--- src/hdl/ceazs_pkg.sv ---
// ----------------------------------------------------------------------------
// ceazs_pkg
// Shared types, constants and the channel mapping for the calorimeter
// energy accumulator.
// ----------------------------------------------------------------------------
`default_nettype none

package ceazs_pkg;

  localparam int CH_NUM_W = 10;   // reported channel number
  localparam int MAP_W    = 11;   // mapped channel before range check (max 1831 for a known kind)
  localparam int OUT_E_W  = 32;   // reported energies

  localparam logic CMD_HIT     = 1'b0;
  localparam logic CMD_READOUT = 1'b1;

  typedef enum logic [1:0] {
    KIND_MAIN  = 2'd0,
    KIND_EXTRA = 2'd1,
    KIND_VETO  = 2'd2,
    KIND_NONE  = 2'd3
  } kind_t;

  localparam int MAIN_SIDE_STRIDE = 260;
  localparam int MAIN_COL_STRIDE  = 13;
  localparam int EXTRA_BASE       = 520;
  localparam int EXTRA_A_STRIDE   = 64;
  localparam int EXTRA_B_STRIDE   = 32;
  localparam int EXTRA_C_STRIDE   = 16;
  localparam int VETO_BASE        = 648;
  localparam int VETO_A_STRIDE    = 32;
  localparam int VETO_B_STRIDE    = 16;

  // controller to datapath
  typedef struct packed {
    logic item_ready;
    logic clr_write;
    logic flag_bad;
    logic hit_read;
    logic hit_write;
    logic scan_read;
    logic scan_skip;
    logic report;
    logic finish;
  } ctrl_cmd_t;

  // datapath to controller
  typedef struct packed {
    logic item_valid;
    logic item_readout;
    logic item_bad;
    logic clr_last;
    logic scan_end;
    logic entry_nonzero;
    logic out_free;
  } ctrl_sts_t;

  // Map geometry indices to a channel; an unknown kind maps to all ones,
  // which lies above any channel count.
  function automatic logic [MAP_W-1:0] map_channel(
    input logic [1:0] kind,
    input logic       a,
    input logic [4:0] b,
    input logic [3:0] c,
    input logic [3:0] d
  );
    logic [MAP_W-1:0] ch;
    unique case (kind_t'(kind))
      KIND_MAIN: begin
        ch = MAP_W'(a) * MAP_W'(MAIN_SIDE_STRIDE) + MAP_W'(b) * MAP_W'(MAIN_COL_STRIDE)
           + MAP_W'(c);
      end
      KIND_EXTRA: begin
        ch = MAP_W'(EXTRA_BASE) + MAP_W'(a) * MAP_W'(EXTRA_A_STRIDE)
           + MAP_W'(b) * MAP_W'(EXTRA_B_STRIDE) + MAP_W'(c) * MAP_W'(EXTRA_C_STRIDE)
           + MAP_W'(d);
      end
      KIND_VETO: begin
        ch = MAP_W'(VETO_BASE) + MAP_W'(a) * MAP_W'(VETO_A_STRIDE)
           + MAP_W'(b) * MAP_W'(VETO_B_STRIDE) + MAP_W'(c);
      end
      KIND_NONE: begin
        ch = '1;
      end
      default: begin
        ch = '1;
      end
    endcase
    return ch;
  endfunction

endpackage

`default_nettype wire

--- src/hdl/ceazs_ctrl.sv ---
// ----------------------------------------------------------------------------
// ceazs_ctrl
// Sequencer: clearing pass, hit read-modify-write and readout scan.
// ----------------------------------------------------------------------------
`default_nettype none

module ceazs_ctrl (
  input  logic                  clk,
  input  logic                  rst,
  input  ceazs_pkg::ctrl_sts_t  sts,
  output ceazs_pkg::ctrl_cmd_t  cmd
);
  import ceazs_pkg::*;

  typedef enum logic [2:0] {
    S_CLEAR,
    S_IDLE,
    S_HIT,
    S_HIT_WR,
    S_SCAN_RD,
    S_SCAN_CHK
  } state_t;

  state_t state;
  state_t state_next;

  always_comb begin
    cmd        = '0;
    state_next = state;
    unique case (state)
      S_CLEAR: begin
        cmd.clr_write = 1'b1;
        if (sts.clr_last) begin
          state_next = S_IDLE;
        end
      end
      S_IDLE: begin
        cmd.item_ready = 1'b1;
        if (sts.item_valid) begin
          state_next = sts.item_readout ? S_SCAN_RD : S_HIT;
        end
      end
      S_HIT: begin
        if (sts.item_bad) begin
          cmd.flag_bad = 1'b1;
          state_next   = S_IDLE;
        end else begin
          cmd.hit_read = 1'b1;
          state_next   = S_HIT_WR;
        end
      end
      S_HIT_WR: begin
        cmd.hit_write = 1'b1;
        state_next    = S_IDLE;
      end
      S_SCAN_RD: begin
        if (sts.scan_end) begin
          // hold until the result register is free
          if (sts.out_free) begin
            cmd.finish = 1'b1;
            state_next = S_IDLE;
          end
        end else begin
          cmd.scan_read = 1'b1;
          state_next    = S_SCAN_CHK;
        end
      end
      S_SCAN_CHK: begin
        if (sts.entry_nonzero) begin
          if (sts.out_free) begin
            cmd.report = 1'b1;
            state_next = S_IDLE;
          end
        end else begin
          cmd.scan_skip = 1'b1;
          state_next    = S_SCAN_RD;
        end
      end
      default: begin
        state_next = S_IDLE;
      end
    endcase
  end

  always_ff @(posedge clk) begin
    if (rst) begin
      state <= S_CLEAR;
    end else begin
      state <= state_next;
    end
  end

endmodule

`default_nettype wire

--- config.mk ---
export PLATFORM = sky130hd
export DESIGN_NAME = ceazs_ctrl
export DESIGN_NICKNAME = d
export VERILOG_FILES = /design/src/hdl/ceazs_pkg.sv /design/src/hdl/ceazs_ctrl.sv
export SDC_FILE = /design/constraint.sdc
export NUM_CORES = 1
export LEC_CHECK = 0
export ABC_AREA = 1
export BUFFER_PORTS_ARGS = -buffer_cell sky130_fd_sc_hd__buf_4
export CAP_MARGIN = 20
export CORE_AREA = 5 5 42 44
export DETAILED_ROUTE_END_ITERATION = 10
export DIE_AREA = 0 0 47 49
export SETUP_SLACK_MARGIN = 0.3
export SYNTH_ARGS = -nofsm -noshare
export SYNTH_HDL_FRONTEND = slang
export SYNTH_SLANG_ARGS = --single-unit
--- constraint.sdc ---
create_clock -name clk -period 1.1 [get_ports clk]
set_clock_uncertainty 0.2 [all_clocks]
set_input_delay 0.055 -clock clk [delete_from_list [all_inputs] [get_ports clk]]
set_output_delay 0.055 -clock clk [all_outputs]
set_load 0.01 [all_outputs]
### After elaboration in Yosys (flattened, before gate mapping)

Cells that the tools add are included.

| storage, ports and cells | value |
|---|---|
| register bits | 3 |
| output and inout port bits | 9 |

| operators by class | value |
|---|---|
| equality and inequality tests | 7 |
| multiplexer cells | 22 |
| reduce and logical (&&, ||, !) cells | 2 |

Operators with widths:

| cell | number |
|---|---|
| 3-bit two-way mux | 6 |
| 3-bit case mux with 5 select lines | 1 |
| 1-bit two-way mux | 12 |
| 3-bit by 2-bit equality test with 1-bit output (second input constant) | 2 |
| 3-bit equality test (second input constant) | 2 |
| 2-bit two-way mux | 3 |
| 2-bit inequality test (second input constant) | 2 |
| 3-bit by 1-bit equality test with 1-bit output (second input constant) | 1 |
| 3-bit logical NOT | 1 |
| 2-bit AND reduction | 1 |

### Logic depth before layout (Yosys ltp)

| logic depth | value |
|---|---|
| depth in word-level cells | 3 |
| gate-level depth with buffers | 6 |

### Worst setup path after synthesis

OpenSTA, ideal clock, no wires.

| timing path | value |
|---|---|
| kind | reg-to-reg |
| start | register state[0] |
| end | register state[1] |
| arrival time | 0.924 ns |
| slack | -0.094 ns |
| cell stages (with the launch flop) | 7 |
| cells stage by stage | dfxtp_1 > buf_6 > nor2_1 > nand2_1 > nor2_2 > inv_1 > a21oi_1 |

| between the ends | value |
|---|---|
| longest elaborated chain between the ends | 3 |
| elaborated cells between the ends (all ways) | 9 |

RTL lines:

| element | line | text |
|---|---|---|
| start: declaration | ceazs_ctrl.sv:24 | `state_t state;` |
| start signal: assignment | ceazs_ctrl.sv:89 | `state <= state_next;` |
| 3-bit by 1-bit equality test with 1-bit output or 3-bit logical NOT (tied branches) | ceazs_ctrl.sv:30 | `unique case (state)` |
| 2-bit inequality test (no line) | n/a |  |
| 2-bit AND reduction (no line) | n/a |  |

Parallel ways exist; a longest one is shown, timed or not.
A chain may end at the register's enable or synchronous reset.

==> summary.md <==
| Metric | Value |
|---|---|
| Clock sink count | 3 |
| Synth Area per Inst | between 5 and 6 um^2 |
| Final setup fails | 12 |
| Worst setup path end | cmd[0] |
| Vias per std cell | 4.26 |
| Synth Net Count | 56 |
| Dpl cell area | between 400 and 500 um^2 |
| Final core utilization | between 40% and 50% |
| Total gr overflow | 0 |
| WL per Instance | about 10 um |
| Max FO, Critical Path | 5 |
| Worst r2r src | state[2] |
| Crit path DAT | 1.10 ns |
| Final Cell Area | ~600 um^2 |
| Crit path kind | flip-flop to output pin |
| Mapped Area | around 280 um^2 |
| Largest Register | state |
| Die X | 47 um |
| Most common cell after layout, fill and taps aside | buf_4 |
| CTS clk-pin slew, worst paths | 0.04 ns |
| Sequential area share after synthesis | ~22% |
| Static Leakage | 0.000284 uW |
| CTS tree | built |
| CTS Buf Count | 3 |
| R2R Setup Slk | -0.24 ns |
| Fin worst setup slack | -0.251 ns |
| Via count | ~390 |
| Final worst-path cycle share | 123% |
| Global-route wire length before repair | 1590 um |
| CTS H-tree depth | 1 |
| DRC Markers | 0 |
| Crit path capture type | output pin |
| Worst slew pin tran | between 0.2 and 0.25 ns |
| CP Launch Type | flip-flop |
| Post-synthesis register bit count | 3 |
| Max VDD drop | between 200 and 300 uV |
| Hold WS | -0.120 ns |
| Pwr per Cell Area | 844 nW/um^2 |
| DIE AREA | about 2300 um^2 |
| Pin count of the biggest net entering global routing | 8 |
| Bufs on Longest Clock Path | 2 |
| Hold crit path type | input pin to flip-flop |
| CP max-delay cell | dfxtp_4 |
| Max stage delay on crit path | between 0.3 and 0.4 ns |
| Core ar. | between 1000 and 1500 um^2 |
| Remaining antenna violation count | 0 |
| Vias in the first global route | around 400 |
| Total Routing Usage GR | 9.63% |
| Fin. max-slew vios | 0 |
| Clk_lat worst skew | between 0.2 and 0.25 ns |
| Dpl ws | -0.191 ns |
| R2R depth | 7 |
| Final HPWL DP | 697 um |
| Yosys warnings | 0 |
| Critical-path cell list | inv_4 -> nor2_4 -> nand2_2 -> nor2_2 -> buf_4 |
| Failing checks | hold timing, setup timing |
| Antenna violations before repair | 0 |
| RSZ-0062 raised after global routing | yes |
| Starting Density | around a fifth |
| Max-cap violations | 0 |
| Minimum clock period | 1.35 ns |
| Max frequency | 740 MHz |
| IO Count | 18 |
| Die Y | between 40 and 50 um |
| Antenna Diode Count | 0 |
| PortBufs | 17 |
| Row Count | 14 |
| Fillers | ~160 |
| Final WL | around 910 um |
| Status | complete, but fails checks |
| Most frequent cells in the layout | 20 x buf_4, 6 x nand2_1, 6 x inv_1, 5 x buf_6 |
| Final net count | 85 |
| Library cells used by synthesis | 20 |
| CTS root buf | clkbuf_4 |
| Hold Fails Final Rpt | 3 |
| 1st-iter DRT viols | 2 |
| Number of flip-flops in the largest register | 3 |
| Detailed-router iteration count before antenna repair | 2 |
| Share of post-route cells with drive strength above 1 | 66.7% |
| Slew HR | ~86% |
| Worst Path Required | 0.84 ns |
| Start point of the critical path | state[2] |
| Top flop regs | state x3 |
| P&R area growth vs syn | 113% |
| Reg2Reg Capture Point | state[0] |
| Routability congestion estimate from global placement | approximately 0.70 |
| Cells after Synth | 47 |
[metrics by stage]
step / std cells / total power (uW) / TNS [ns] / hold WS [ns]
2_1_floorplan: 47 / 206 / -0.0755 / -0.0689
3_3_place_gp: 84 / 273 / -0.730 / 0.123
3_5_place_dp: 84 / 273 / -0.910 / 0.124
4_1_cts: 90 / 498 / -2.22 / -0.128
5_1_grt: 91 / 536 / -2.98 / -0.118
6_report: 91 / 503 / -2.20 / -0.120
[worst min path at each step]
stage / from / to / slack, ns / cells past startpoint
after CTS: rst / state[0] / -0.13 / 4
after global placement: rst / state[0] / 0.12 / 4
after floorplan: sts[4] / cmd[5] / -0.07 / 1
after global routing: sts[5] / state[1] / -0.12 / 3
final: rst / state[0] / -0.12 / 4
after detailed placement: sts[4] / state[1] / 0.12 / 4
[synthesized netlist by cell type (all sizes together)]
cell,instances,area share [%]
dfxtp,3,22
nor3,2,3.6
nand2,9,13
or2,1,2.2
a21oi,2,4.9
nand3b,1,2.7
nand4,1,2.2
buf,1,4.0
nor2,9,16
inv,9,12
a31oi,1,2.2
nand3,5,9.0
o21ai,3,6.7
[cell families (layout without fill, tap and decap cells)]
| group | count (synthesis) | after routing | synth area share, % |
|---|---|---|---|
| AOI/OAI and AO/OA | 6 | 6 | 13.9 |
| buffers and inverters | 10 | 38 | 16.1 |
| DFF | 3 | 3 | 21.5 |
| and+or+nand+nor | 28 | 28 | 48.4 |
[routing by layer]
metal	up-vias	global-route usage (%)	wire, um	part of all wire [%]
li1	208	-	-	-
met4	0	8.29	27	3.0
met1	161	10.9	362	40
met2	16	14.0	447	49
met3	3	2.58	74	8.1
met5	-	0	0	0
[worst max-delay path, delay by kind of cell (launching register included)]
family | cells | cell delay (ns)
and+or+nand+nor | 3 | 0.32
buffers and inverters | 2 | 0.17
DFF | 1 | 0.37
[report_power, final]
part / leakage (uW) / internal [uW] / total (uW) / switching (uW)
clock network: 0.0000150 / 136 / 200 / 63.8
logic: 0.000243 / 95.2 / 175 / 79.3
registers: 0.0000267 / 112 / 128 / 15.5
total: 0.000284 / 344 / 503 / 159
[area by class of cell]
type / instances / area, um^2 / area share (%)
multi-input combinational: 34 / 230 / 38.7
timing repair buffer: 25 / 206 / 34.7
sequential: 3 / 71.3 / 12.0
inverter: 9 / 41.3 / 6.93
clock buffer: 4 / 26.3 / 4.41
tap: 16 / 20.0 / 3.36
[timing repair]
action / 4_1_cts / 5_1_grt
endpoints found under the hold margin: 3 / 3
pin swaps: 3 / 1
endpoints found under the setup margin: 12 / 12
setup buffers: 2 / 1
gates resized for setup: 12 / 4
Power figures use the tool's default switching activity.
